$ cat src/rtl/prq_pkg.sv
// Package for the packet ring queue: sizes, action and status codes, and the
// structs passed between the controller and the top level. No dependencies.
`timescale 1ns / 1ps

package prq_pkg;

    localparam int QUEUE_DEPTH  = 8;
    localparam int HEADER_BYTES = 4;
    localparam int MAX_PAYLOAD  = 128;
    localparam int SLOT_STRIDE  = HEADER_BYTES + MAX_PAYLOAD;
    localparam int SLOT_W       = (QUEUE_DEPTH > 1) ? $clog2(QUEUE_DEPTH) : 1;
    localparam int POS_W        = (MAX_PAYLOAD > 1) ? $clog2(MAX_PAYLOAD) : 1;
    localparam int RAM_DEPTH    = QUEUE_DEPTH * MAX_PAYLOAD;
    localparam int ADDR_W       = (RAM_DEPTH > 1) ? $clog2(RAM_DEPTH) : 1;

    typedef logic [SLOT_W-1:0] t_slot;
    typedef logic [ADDR_W-1:0] t_addr;

    localparam logic [2:0] ACT_BEGIN_ADD     = 3'd0;
    localparam logic [2:0] ACT_PAYLOAD_BYTE  = 3'd1;
    localparam logic [2:0] ACT_REMOVE_OLDEST = 3'd2;
    localparam logic [2:0] ACT_REMOVE_NEWEST = 3'd3;
    localparam logic [2:0] ACT_READ_OLDEST   = 3'd4;

    localparam logic [2:0] ST_OK       = 3'd0;
    localparam logic [2:0] ST_FULL     = 3'd1;
    localparam logic [2:0] ST_EMPTY    = 3'd2;
    localparam logic [2:0] ST_ADD_OPEN = 3'd3;
    localparam logic [2:0] ST_BAD_LEN  = 3'd4;
    localparam logic [2:0] ST_NO_ADD   = 3'd5;

    typedef struct packed {
        logic        we;
        t_addr       waddr;
        logic [7:0]  wdata;
        logic        re;
        t_addr       raddr;
    } t_ram_req;

    typedef struct packed {
        logic        valid;
        logic [2:0]  status;
        logic [7:0]  checksum;
        logic [15:0] oldest_address;
        logic [7:0]  oldest_length;
        logic        rd_ok;
        logic        rd_hdr;
        logic        is_full;
        logic        is_empty;
    } t_fin;

    function automatic t_addr ram_addr(input t_slot slot, input logic [POS_W-1:0] pos);
        logic [ADDR_W+POS_W:0] sum;
        sum = (ADDR_W + POS_W + 1)'(slot) * (ADDR_W + POS_W + 1)'(MAX_PAYLOAD)
            + (ADDR_W + POS_W + 1)'(pos);
        return sum[ADDR_W-1:0];
    endfunction

    function automatic t_slot slot_inc(input t_slot s);
        return (s == t_slot'(QUEUE_DEPTH - 1)) ? '0 : t_slot'(s + 1'b1);
    endfunction

    function automatic t_slot slot_dec(input t_slot s);
        return (s == '0) ? t_slot'(QUEUE_DEPTH - 1) : t_slot'(s - 1'b1);
    endfunction

endpackage

$ cat src/rtl/prq_if.sv
// Valid/ready channel interfaces for the packet ring queue: action items in,
// result items out. No dependencies.
`timescale 1ns / 1ps

interface prq_in_if;
    logic       valid;
    logic       ready;
    logic [2:0] action;
    logic [15:0] dest_address;
    logic [7:0] payload_length;
    logic [7:0] checksum_seed;
    logic [7:0] data_byte;
    logic [7:0] byte_index;

    modport source (output valid, action, dest_address, payload_length, checksum_seed,
                    data_byte, byte_index, input ready);
    modport sink   (input valid, action, dest_address, payload_length, checksum_seed,
                    data_byte, byte_index, output ready);
endinterface


$ cat src/rtl/prq_ctrl.sv
// Queue controller: head/tail pointers, slot metadata, open-add tracking and
// checksum; issues payload RAM accesses. Depends on prq_pkg and prq_if.
`timescale 1ns / 1ps

module prq_ctrl (
    input  logic           i_clk,
    input  logic           i_rst_n,
    prq_in_if.sink         i_in,
    output prq_pkg::t_ram_req o_ram,
    output prq_pkg::t_fin  o_fin,
    input  logic           i_fin_take
);
    import prq_pkg::*;

    typedef enum logic {S_IDLE, S_FINISH} t_state;

    t_state      r_state, n_state;
    logic [15:0] r_slot_address [QUEUE_DEPTH];
    logic [7:0]  r_slot_length  [QUEUE_DEPTH];
    t_slot       r_write_slot, n_write_slot;
    t_slot       r_read_slot, n_read_slot;
    logic        r_full, n_full;
    logic        r_add_open, n_add_open;
    logic [7:0]  r_bytes_left, n_bytes_left;
    logic [7:0]  r_byte_position, n_byte_position;
    logic [7:0]  r_checksum, n_checksum;
    logic [2:0]  r_status, n_status;
    logic        r_rd_ok, n_rd_ok;
    logic        r_rd_hdr, n_rd_hdr;

    logic        meta_we;
    t_slot       meta_wa;
    logic [15:0] meta_addr_d;
    logic [7:0]  meta_len_d;
    logic        accept;
    logic        empty;
    logic [7:0]  bl_dec;
    logic [8:0]  idx_limit;
    logic [7:0]  pay_off;

    assign i_in.ready = (r_state == S_IDLE);
    assign accept     = i_in.valid && i_in.ready;
    assign empty      = !r_full && (r_write_slot == r_read_slot);
    assign bl_dec     = (r_bytes_left != 8'd0) ? r_bytes_left - 8'd1 : 8'd0;
    assign idx_limit  = 9'(HEADER_BYTES) + {1'b0, r_slot_length[r_read_slot]};
    assign pay_off    = i_in.byte_index - 8'(HEADER_BYTES);

    always_comb begin
        n_state         = r_state;
        n_write_slot    = r_write_slot;
        n_read_slot     = r_read_slot;
        n_full          = r_full;
        n_add_open      = r_add_open;
        n_bytes_left    = r_bytes_left;
        n_byte_position = r_byte_position;
        n_checksum      = r_checksum;
        n_status        = r_status;
        n_rd_ok         = r_rd_ok;
        n_rd_hdr        = r_rd_hdr;
        meta_we         = 1'b0;
        meta_wa         = r_write_slot;
        meta_addr_d     = '0;
        meta_len_d      = '0;
        o_ram           = '0;
        o_ram.waddr     = ram_addr(r_write_slot, r_byte_position[POS_W-1:0]);
        o_ram.wdata     = i_in.data_byte;
        o_ram.raddr     = ram_addr(r_read_slot, pay_off[POS_W-1:0]);

        if (r_state == S_FINISH) begin
            if (i_fin_take) begin
                n_state = S_IDLE;
            end
        end else if (accept) begin
            n_state  = S_FINISH;
            n_status = ST_OK;
            n_rd_ok  = 1'b0;
            n_rd_hdr = 1'b0;
            case (i_in.action)
                ACT_BEGIN_ADD: begin
                    if (r_add_open) begin
                        n_status = ST_ADD_OPEN;
                    end else if (r_full) begin
                        n_status = ST_FULL;
                    end else if (i_in.payload_length > 8'(MAX_PAYLOAD)) begin
                        n_status = ST_BAD_LEN;
                    end else begin
                        meta_we         = 1'b1;
                        meta_addr_d     = i_in.dest_address;
                        meta_len_d      = i_in.payload_length;
                        n_checksum      = i_in.checksum_seed;
                        n_byte_position = '0;
                        if (i_in.payload_length == 8'd0) begin
                            n_write_slot = slot_inc(r_write_slot);
                            n_full       = (slot_inc(r_write_slot) == r_read_slot);
                            n_add_open   = 1'b0;
                            n_bytes_left = '0;
                        end else begin
                            n_add_open   = 1'b1;
                            n_bytes_left = i_in.payload_length;
                        end
                    end
                end
                ACT_PAYLOAD_BYTE: begin
                    if (!r_add_open) begin
                        n_status = ST_NO_ADD;
                    end else begin
                        o_ram.we        = (r_byte_position < 8'(MAX_PAYLOAD));
                        n_checksum      = r_checksum + i_in.data_byte;
                        n_byte_position = r_byte_position + 8'd1;
                        n_bytes_left    = bl_dec;
                        if (bl_dec == 8'd0) begin
                            n_write_slot    = slot_inc(r_write_slot);
                            n_full          = (slot_inc(r_write_slot) == r_read_slot);
                            n_add_open      = 1'b0;
                            n_byte_position = '0;
                        end
                    end
                end
                ACT_REMOVE_OLDEST: begin
                    if (r_add_open) begin
                        n_status = ST_ADD_OPEN;
                    end else if (empty) begin
                        n_status = ST_EMPTY;
                    end else begin
                        n_read_slot = slot_inc(r_read_slot);
                        n_full      = 1'b0;
                    end
                end
                ACT_REMOVE_NEWEST: begin
                    if (r_add_open) begin
                        n_status = ST_ADD_OPEN;
                    end else if (empty) begin
                        n_status = ST_EMPTY;
                    end else begin
                        meta_we      = 1'b1;
                        meta_wa      = slot_dec(r_write_slot);
                        n_write_slot = slot_dec(r_write_slot);
                        n_full       = 1'b0;
                    end
                end
                ACT_READ_OLDEST: begin
                    if (empty) begin
                        n_status = ST_EMPTY;
                    end else if ({1'b0, i_in.byte_index} >= idx_limit ||
                                 i_in.byte_index >= 8'(SLOT_STRIDE)) begin
                        n_status = ST_BAD_LEN;
                    end else if ({1'b0, i_in.byte_index} < 9'(HEADER_BYTES)) begin
                        n_rd_ok  = 1'b1;
                        n_rd_hdr = 1'b1;
                    end else begin
                        n_rd_ok  = 1'b1;
                        o_ram.re = 1'b1;
                    end
                end
                default: begin
                    n_status = ST_BAD_LEN;
                end
            endcase
        end
    end

    always_ff @(posedge i_clk) begin
        if (!i_rst_n) begin
            r_state         <= S_IDLE;
            r_write_slot    <= '0;
            r_read_slot     <= '0;
            r_full          <= 1'b0;
            r_add_open      <= 1'b0;
            r_bytes_left    <= '0;
            r_byte_position <= '0;
            r_checksum      <= '0;
            for (int k = 0; k < QUEUE_DEPTH; k++) begin
                r_slot_address[k] <= '0;
                r_slot_length[k]  <= '0;
            end
        end else begin
            r_state         <= n_state;
            r_write_slot    <= n_write_slot;
            r_read_slot     <= n_read_slot;
            r_full          <= n_full;
            r_add_open      <= n_add_open;
            r_bytes_left    <= n_bytes_left;
            r_byte_position <= n_byte_position;
            r_checksum      <= n_checksum;
            if (meta_we) begin
                r_slot_address[meta_wa] <= meta_addr_d;
                r_slot_length[meta_wa]  <= meta_len_d;
            end
        end
        r_status <= n_status;
        r_rd_ok  <= n_rd_ok;
        r_rd_hdr <= n_rd_hdr;
    end

    always_comb begin
        o_fin                = '0;
        o_fin.valid          = (r_state == S_FINISH);
        o_fin.status         = r_status;
        o_fin.checksum       = r_checksum;
        o_fin.oldest_address = empty ? 16'd0 : r_slot_address[r_read_slot];
        o_fin.oldest_length  = empty ? 8'd0 : r_slot_length[r_read_slot];
        o_fin.rd_ok          = r_rd_ok;
        o_fin.rd_hdr         = r_rd_hdr;
        o_fin.is_full        = r_full;
        o_fin.is_empty       = empty;
    end

`ifndef SYNTHESIS
    a_full_ptrs: assert property (@(posedge i_clk) disable iff (!i_rst_n)
        r_full |-> (r_write_slot == r_read_slot))
        else $error("full flag set with head and tail apart");
    a_open_left: assert property (@(posedge i_clk) disable iff (!i_rst_n)
        r_add_open |-> (r_bytes_left != 8'd0))
        else $error("add open with no bytes left");
    a_closed_idle: assert property (@(posedge i_clk) disable iff (!i_rst_n)
        !r_add_open |-> (r_bytes_left == 8'd0 && r_byte_position == 8'd0))
        else $error("byte counters not cleared after commit");
    a_accept_fin: assert property (@(posedge i_clk) disable iff (!i_rst_n)
        accept |=> o_fin.valid)
        else $error("accepted transfer produced no result");
    a_ram_excl: assert property (@(posedge i_clk) disable iff (!i_rst_n)
        !(o_ram.we && o_ram.re))
        else $error("payload RAM read and write in one cycle");
`endif

endmodule

$ cat src/flat_wrapper.sv
// flat-port wrapper written by rule: the top's interface ports become plain ports
module prq_ctrl_flat import prq_pkg::*;
  (i_clk, i_rst_n, o_ram, o_fin, i_fin_take, i_in_valid, i_in_action, i_in_dest_address, i_in_payload_length, i_in_checksum_seed, i_in_data_byte, i_in_byte_index, i_in_ready);
  prq_in_if i_in_i ();
  input  logic i_clk;
  input  logic i_rst_n;
  output prq_pkg::t_ram_req o_ram;
  output prq_pkg::t_fin o_fin;
  input  logic i_fin_take;
  input wire logic [$bits(i_in_i.valid)-1:0] i_in_valid;
  input wire logic [$bits(i_in_i.action)-1:0] i_in_action;
  input wire logic [$bits(i_in_i.dest_address)-1:0] i_in_dest_address;
  input wire logic [$bits(i_in_i.payload_length)-1:0] i_in_payload_length;
  input wire logic [$bits(i_in_i.checksum_seed)-1:0] i_in_checksum_seed;
  input wire logic [$bits(i_in_i.data_byte)-1:0] i_in_data_byte;
  input wire logic [$bits(i_in_i.byte_index)-1:0] i_in_byte_index;
  output wire logic [$bits(i_in_i.ready)-1:0] i_in_ready;
  assign i_in_i.valid = i_in_valid;
  assign i_in_i.action = i_in_action;
  assign i_in_i.dest_address = i_in_dest_address;
  assign i_in_i.payload_length = i_in_payload_length;
  assign i_in_i.checksum_seed = i_in_checksum_seed;
  assign i_in_i.data_byte = i_in_data_byte;
  assign i_in_i.byte_index = i_in_byte_index;
  assign i_in_ready = i_in_i.ready;
  prq_ctrl u_core (.i_clk(i_clk), .i_rst_n(i_rst_n), .i_in(i_in_i), .o_ram(o_ram), .o_fin(o_fin), .i_fin_take(i_fin_take));
endmodule
$ cat config.mk
export PLATFORM = sky130hd
export DESIGN_NAME = prq_ctrl_flat
export DESIGN_NICKNAME = d
export VERILOG_FILES = /design/src/rtl/prq_pkg.sv /design/src/rtl/prq_if.sv /design/src/rtl/prq_ctrl.sv /design/src/flat_wrapper.sv
export SDC_FILE = /design/constraint.sdc
export NUM_CORES = 1
export LEC_CHECK = 0
export ABC_AREA = 1
export BUFFER_PORTS_ARGS = -buffer_cell sky130_fd_sc_hd__buf_2
export CAP_MARGIN = 20
export CORE_MARGIN = 2
export CORE_UTILIZATION = 40
export DETAILED_ROUTE_END_ITERATION = 10
export GPL_TIMING_DRIVEN = 0
export SLEW_MARGIN = 20
export SYNTH_ARGS = -nofsm -noshare
export SYNTH_HDL_FRONTEND = slang
export SYNTH_SLANG_ARGS = --single-unit
$ cat constraint.sdc
create_clock -name i_clk -period 4.1 [get_ports i_clk]
set_input_delay 0.205 -clock i_clk [delete_from_list [all_inputs] [get_ports i_clk]]
set_output_delay 0.205 -clock i_clk [all_outputs]
set_load 0.005 [all_outputs]
======== After elaboration in Yosys (flattened, before gate mapping) ========
Memory sizes are Yosys's and may differ from the RTL's. A register that Yosys moved wholly into a read port is not among the register bits.
Index checks and enable logic that the tools add are counted.
word-level totals
  flip-flop bits (word level) ............. 38
  bits in writable memories ............... 192
  input port bits ......................... 55
  logic and storage cells ................. 180
  memories kept ........................... 2
operators by class
  $add $sub $neg .......................... 10
  magnitude comparators ................... 5
  equal/unequal tests ..................... 16
  muxes and demuxes ....................... 109
  bitwise logic cells ..................... 4
  reduce and logical (&&, ||, !) cells .... 23
memory list
  memory                 words  width  read ports  clocked after Yosys merged registers in  write ports  RTL line        source
  u_core.r_slot_address  8      16     1           1                                        8            prq_ctrl.sv:18  logic [15:0] r_slot_address [QUEUE_DEPTH];
  u_core.r_slot_length   8      8      1           1                                        8            prq_ctrl.sv:19  logic [7:0] r_slot_length [QUEUE_DEPTH];
operators with widths
  operator             number
  $mux 8               23
  $mux 16              8
  $mux 3               27
  $pmux 8 s2           3
  $mux 1               42
  $add 10x7->10        2
  $logic_not 8->1      2
  $reduce_or 16->1     1
  $pmux 3 s4           1
  $ne 2x2->1 const B   5
  $add 3x8->9 const A  1
  $eq 3x3->1 const B   3
  $ge 8x9->1           1
  $pmux 3 s3           1
  $reduce_and 9->1     1
  $add 8x1->8 const B  1
  $add 8x8->8          1
  $ge 8x8->1 const B   1
  $gt 8x8->1 const B   1
  $lt 8x3->1 const B   1
  $lt 8x8->1 const B   1
  $reduce_and 8->1     1
  $reduce_bool 8->1    1
  $reduce_or 8->1      1
  24 further kinds     37

======== Depth between registers and ports, before layout ========
Gate-level depths: netlist (run 1).
  depth in word-level cells ............... 12
  depth in mapped cells ................... 23
  mapped depth without buffers ............ 21

======== Least setup slack after synthesis (run 1) ========
OpenSTA, ideal clock, no wires.
  path kind ............................... register to register
  start ................................... register u_core.r_state
  end ..................................... memory u_core.r_slot_address[7][0], enable pin
  arrival ................................. 3.230 ns
  data required time ...................... 3.662 ns
  path slack .............................. 0.431 ns
  cell stages (with the launch flop) ...... 9
  buffers on the path ..................... 1
  cells stage by stage .................... dfxtp_1 -> nor2_2 -> inv_2 -> nor2_2 -> nand3_1 -> o21ai_2 -> nand2_2 -> buf_2 -> o21ai_0
RTL lines
  what                    RTL line         source
  from (decl)             prq_ctrl.sv:17   t_state r_state, n_state;
  from (signal assigned)  prq_ctrl.sv:177  r_state <= n_state;
  to (decl)               prq_ctrl.sv:18

==> results of run 1 <==
-- worst min path at each step --
stage / start / endpoint / depth (start not counted)
2_1_floorplan: i_in_checksum_seed[1] / u_core.r_checksum[1] / 2
3_3_place_gp: i_in_checksum_seed[1] / u_core.r_checksum[1] / 3
3_5_place_dp: i_in_checksum_seed[1] / u_core.r_checksum[1] / 3
4_1_cts: i_in_payload_length[7] / u_core.r_bytes_left[7] / 3
5_1_grt: i_in_payload_length[5] / u_core.r_bytes_left[5] / 3
6_report: i_in_payload_length[5] / u_core.r_bytes_left[5] / 3
-- power groups by stage --
stage	clock network [mW]	registers [mW]	logic, mW
after global routing	2.29	2.68	0.628
final	2.19	2.68	0.569
after floorplan	0	2.72	0.338
after global placement	0	2.73	0.544
after CTS	2.19	2.68	0.563
after detailed placement	0	2.73	0.556
-- critical path, stage by stage (launching register included) --
cell      delay (ps)
dfxtp_2          420
buf_4            210
clkbuf_4         240
o21ai_0          110
o22ai_1          190
inv_1             90
o21ai_4          180
ha_2             240
xor2_1           140
ha_1             250
nand2_1           70
inv_1             50
o21ai_0           70
nand3_1          100
nand2_1           70
nand2_1           50
nand2_1           60
nand3_1           60
nand2_1           90
nand3_1          110
nor2_1           100
buf_2            110
-- final cells by class --
cell class,count,area share
Sequential cell,233,0.473
Multi-Input combinational cell,910,0.328
Timing Repair Buffer,133,0.0521
Clock buffer,32,0.0480
Tap cell,390,0.0348
Buffer,90,0.0342
Inverter,84,0.0226
Clock inverter,15,0.00731
-- repair_timing --
item	CTS	global route
setup buffers	0	1
resized for setup	8	29
endpoints found under the setup margin	1	1
gates cloned	0	0
hold buffers	6	0
endpoints found under the hold margin	6	0
pin swaps	0	1
-- cell families (layout without fill, tap and decap cells) --
family | after synthesis | after routing | synth area share
AOI/OAI and AO/OA | 222 | 222 | 0.115
muxes | 1 | 1 | 0.000837
and+or+nand+nor | 644 | 644 | 0.224
buffers and inverters | 176 | 354 | 0.0654
adders and majority gates | 27 | 27 | 0.0289
DFF | 233 | 233 | 0.555
xor gates and xnor gates | 16 | 16 | 0.0117
-- stage by stage --
stage / cell area (um^2) / setup TNS (ps) / instances / worst slack, ps / hold WS, ps
6_report: 14000 / 0 / 1887 / 345 / 19.9
5_1_grt: 14000 / -5.83 / 1887 / -5.83 / 53.6
3_3_place_gp: 13100 / -74500 / 1833 / -1640 / 455
2_1_floorplan: 12000 / 0 / 1319 / 431 / 349
4_1_cts: 14000 / 0 / 1886 / 3.83 / 13.9
3_5_place_dp: 13200 / 0 / 1835 / 332 / 460
-- cell usage in the layout, fill, tap and decap left out, types with 3 or more instances in the layout --
master	netlist	layout
a211oi_1	3	3
a21oi_1	31	31
a31oi_1	6	6
buf_2	25	148
buf_4	24	25
clkbuf_1	41	32
clkbuf_16	0	26
clkbuf_2	0	12
clkinv_1	2	11
clkinv_2	0	3
dfxtp_1	36	34
dlygate4sd3_1	0	6
edfxtp_1	197	197
ha_1	26	25
inv_1	70	69
inv_2	12	13
nand2_1	170	164
nand2_2	10	16
nand3_1	47	47
nand4_1	9	9
nor2_1	324	324
nor2_2	5	5
nor2_4	3	3
nor3_1	67	67
o211ai_1	6	6
o21a_1	4	4
o21ai_0	128	123
o21ai_1	3	4
o21ai_4	0	3
o221a_2	32	32
o22ai_1	5	5
or2_2	3	3
xnor2_1	4	4
xor2_1	12	12
-- layer usage --
layer,up-vias,track usage
met4,0,0.0771
met2,453,0.386
met5,-,0
met1,4762,0.309
li1,4839,-
met3,63,0.0307
-- registers in the layout, indices dropped and copies added, names as in the netlist, named ones only --
register and flops:
u_core.r_read_slot 3, u_core.r_slot_length 64, u_core.r_state 1, u_core.r_byte_position 8, u_core.r_full 1, u_core.r_status 3
u_core.r_bytes_left 8, u_core.r_rd_ok 1, u_core.r_rd_hdr 1, u_core.r_checksum 8, u_core.r_add_open 1, u_core.r_write_slot 3
u_core.r_slot_address 128
==> out/results.ini, run 1 <==
[worst_setup_path]
r2r.worst_path.cells=13
reg2reg_to=u_core.r_slot_address[6][6]
r2r_start=u_core.r_write_slot[2]
critPathKind=flip-flop to output port
crit_end=o_ram[10]
worstPathArrival_ps=3550
startpoint_type=flip-flop
critPathCaptureType=output port
path_max_fanout=10
crit_required_ps=3890
ff2ff_setup_slack_ps=940

[clocking]
clock-sinks=233
cts_max_level=1
cts_buffers=26
root_buffer=clkbuf_16
worstSkewPairLatency_ps=540
cts.path.max_buffers=3
clk_pin_slew_ps=60
tritoncts=done

[die]
die-area_um2=31300
start_util=0.405
die_x_um=177
die_h_um=177
core-area_um2=29600
io_pins=126
rows=63

[synth]
synth_edf_count=197
postSynthCellCount=1319
syn_nets=1401
ys_types=40
yosysWarningCount=0
yosysMostFrequentCell=nor2_1
yosysTopAreaCell=edfxtp_1
synthArstFlopShare=0
syn_area_per_cell_um2=9.07
syn-cell-area_um2=12000
ys_seq_area_frac=0.555
synth_top_flop_cell=edfxtp_1
yosys-top-cells-count=nor2_1, edfxtp_1, nand2_1, o21ai_0, inv_1
ys_ff_latch=233
synthTopCellsByArea=edfxtp_1, nor2_1, dfxtp_1
yosys.area.top_type_share=0.495

[run]
maxCapViolCount=0

[placement]
place_hpwl_um=24400
portBuffers=124
gp_congestion=0.880

[sta]
tightest_slew_ps=827
finalCriticalPeriod_ps=3750
fmax_mhz=266
finalHoldViolCount=0
setup_viol_count_final=0
fin_worst_skew_ps=5.93
fin_crit_sh=0.916
maxSlewViolCount=0
slew_headroom=0.447

[global_route]
antenna_found_initial=1
grt-ovfl-total=0
grt_pass1_wl_um=55300
track_usage=0.231
grt_max_degree=25
grt_pass1_vias=9697

[routing]
drt_iter0_markers=1045
wl_met3_um=2970
wl_per_cell_um=19.1
dr.max_layer_used=met4
routed_wl_um=36000
dr_wl_met2_um=17200
dr.pass1.iters=5
post-route-drc-count=0
wl_met1_um=14900
vias_per_cell=5.36
drtAntennaViolNets=0
dr_total_vias=10100

[cells_and_area]
syn2layout_area_growth_pct=17.3
layout-drive-gt1-share=0.203
nFillCells=2814
seq_area_um2=6640
final_util=0.475
nets=1560
insertedDiodeCount=0
multi_input_area_um2=4600

[pwr]
p_leak_nw=5.51
total_power_mw=5.43
p_clk_frac=0.402
p_seq_frac=0.493
p_sw_mw=1.37
p_sw_frac=0.252
vdd_drop_max_mv=0.301
pwr-share-comb=0.105
p_int_mw=4.07
power.density_nw_per_um2=387

[run_status]
outcome=completed

[worst_hold_path]
hold_path_class=input pin to flip-flop

Power figures use the tool's default switching activity.
==> run 2: changes to the inputs <==
- ABC_CLOCK_PERIOD_IN_PS: not set -> 4100
- PLACE_DENSITY_LB_ADDON: not set -> 0.25
==> run 2 against run 1 <==
  * Critical path depth shrank 5
  * Global-route usage shrank 0.53 points
  * Combinational power is essentially flat
  * Largest power group unchanged
==> out/results.ini, run 2 (synthesis results as in run 1) <==
[global_route]
grt_max_degree=25  ; unchanged
globalRouteMet1Util=0.296  ; -0.0129
antenna_found_initial=0  ; -1
grt_pass1_wl_um=53900  ; -2.5%
grt_pass1_vias=9500  ; -2.0%
track_usage=0.225  ; -0.00528
grt-ovfl-total=0  ; unchanged
grt-busiest-layer=met2
grt_use_met3=0.0387  ; +0.00795
use_met2=0.390  ; +0.00391

[die]
die-area_um2=31300  ; unchanged
die_x_um=177  ; unchanged
rows=63  ; unchanged
io_pins=126  ; unchanged
start_util=0.405  ; unchanged
core-area_um2=29600  ; unchanged
die_h_um=177  ; unchanged

[placement]
place_hpwl_um=24100  ; -1.0%
gp_congestion=0.864  ; -1.8%
portBuffers=124  ; unchanged

[pwr]
power.density_nw_per_um2=395  ; +1.9%
p_sw_mw=1.38  ; +0.90%
vdd_drop_max_mv=0.298  ; -0.85%
pwr-share-comb=0.102  ; -0.003
p_seq_frac=0.482  ; -0.011
p_sw_frac=0.248  ; -0.00345
p_leak_nw=5.52  ; +0.21%
total_power_mw=5.56  ; +2.3%
p_int_mw=4.18  ; +2.8%
p_clk_frac=0.417  ; +0.015

[cells_and_area]
final_cell_mix=nor2_1, edfxtp_1, nand2_1, buf_2, o21ai_0
nFillCells=2916  ; +3.6%
final_util=0.476  ; +0.00173
layout-drive-gt1-share=0.204  ; +0.000804
largest_register=u_core.r_slot_address
syn2layout_area_growth_pct=17.7
largest_reg_flops=128  ; unchanged
seq_area_um2=6640  ; about the same
insertedDiodeCount=0  ; unchanged
nets=1558  ; -0.13%
final_common_cell=nor2_1
multi_input_area_um2=4600  ; unchanged
reg_top3=u_core.r_slot_address x128, u_core.r_slot_length x64

[sta]
finalHoldViolCount=0  ; unchanged
grt_setup_unrepaired=false
hold_slack_ps=24.6  ; +4.75 ps
finalCriticalPeriod_ps=3850  ; +100 ps
setup_viol_count_final=0  ; unchanged
fin_worst_skew_ps=25.3  ; +19.3 ps
fin_setup_tns_ps=0  ; unchanged
fmax_mhz=259  ; -2.6%
maxSlewViolCount=0  ; unchanged
tightest_slew_ps=834  ; +7.95 ps
slew_headroom=0.442  ; -0.00532
fin_crit_sh=0.940  ; +0.0244

[routing]
dr_total_vias=10100  ; +0.0099%
drtAntennaViolNets=0  ; unchanged
wl_per_cell_um=19.0  ; -0.68%
post-route-drc-count=0  ; unchanged
routed_wl_um=35800  ; -0.74%
vias_per_cell=5.36  ; about the same
dr.pass1.iters=6  ; +1
drt_iter0_markers=956  ; -8.5%

[clocking]
tritoncts=done
cts_setup_buffers=0  ; unchanged
worstSkewPairLatency_ps=540  ; about the same
cts_buffers=26  ; unchanged
cts.path.max_buffers=3  ; unchanged
clk_pin_slew_ps=60  ; about the same
clock-sinks=233  ; unchanged
cts_max_level=1  ; unchanged
root_buffer=clkbuf_16

[worst_hold_path]
hold_path_depth=3  ; unchanged
hold_path_class=input pin to flip-flop
whs_endpoint=u_core.r_bytes_left[6]
min_from=i_in_payload_length[6]

[run]
maxCapViolCount=0  ; unchanged

[worst_setup_path]
reg2reg_to=u_core.r_status[2]
ff2ff_setup_slack_ps=920  ; -20 ps
startpoint_type=flip-flop
critPathCaptureType=output port
critPathKind=flip-flop to output port
path_max_fanout=10  ; unchanged
r2r.worst_path.cells=16  ; +3
crit_required_ps=3890  ; about the same
worstPathArrival_ps=3650  ; +100 ps

[run_status]
outcome=completed

## run 2: worst max-delay path by stage
stage                              start                     endpoint  cells after the start  slack [ps]
after floorplan           u_core.r_state  u_core.r_slot_address[7][0]                      8         430
after global placement    u_core.r_state  u_core.r_slot_address[7][5]                      7       -1620
after detailed placement       flip-flop                    o_ram[10]                     17         290
after CTS                      flip-flop                    o_ram[10]                     21          40
after global routing           flip-flop                    o_ram[10]                     21           5
final                          flip-flop                    o_ram[10]                     16         250
## run 2: what timing repair did
action | 4_1_cts | 5_1_grt
endpoints found under the hold margin | 5 | 0
cloned | 0 | 0
hold buffers | 5 | 0
endpoints found under the setup margin | 1 | 1
resized for setup | 6 | 19
pin swaps | 0 | 0
## run 2: power groups by stage
| stage | sequential [mW] | clock (mW) | combinational (mW) |
|---|---|---|---|
| after floorplan | 2.72 | 0 | 0.338 |
| after global placement | 2.73 | 0 | 0.542 |
| after detailed placement | 2.73 | 0 | 0.559 |
| after CTS | 2.68 | 2.33 | 0.565 |
| after global routing | 2.68 | 2.42 | 0.629 |
| final | 2.68 | 2.31 | 0.566 |
## run 2: area by class of cell
type	count	area share
Clock inverter	14	0.00978
Inverter	84	0.0225
Clock buffer	34	0.0499
Multi-Input combinational cell	910	0.327
Sequential cell	233	0.471
Timing Repair Buffer	131	0.0515
Buffer	90	0.0337
Tap cell	390	0.0347
## run 2: worst max-delay path, stage by stage, from the launching register on
cell and delay (ps):
dfxtp_1 570, clkbuf_1 630, clkbuf_1 570, nand2_1 170, nand2_1 210, ha_1 180
inv_1 40, nand4_1 70, nand3_1 70, nand2_1 60, nand2_1 40, nand2_1 50
nand3_1 60, nand2_1 80, nand3_1 110, nor2_1 100, buf_2 120
## run 2: metrics by stage
step | instance area (um^2) | instances | worst slack (ps)
3_5_place_dp | 13200 | 1835 | 292
6_report | 14100 | 1886 | 245
2_1_floorplan | 12000 | 1319 | 431
3_3_place_gp | 13100 | 1833 | -1620
5_1_grt | 14100 | 1886 | 5.02
4_1_cts | 14100 | 1887 | 37.7
## run 2: routing by layer
metal / routed length [um] / vias up
li1: - / 4836
met1: 14500 / 4802
met2: 17400 / 436
met3: 3140 / 44
met4: 653 / 0
met5: 0 / -
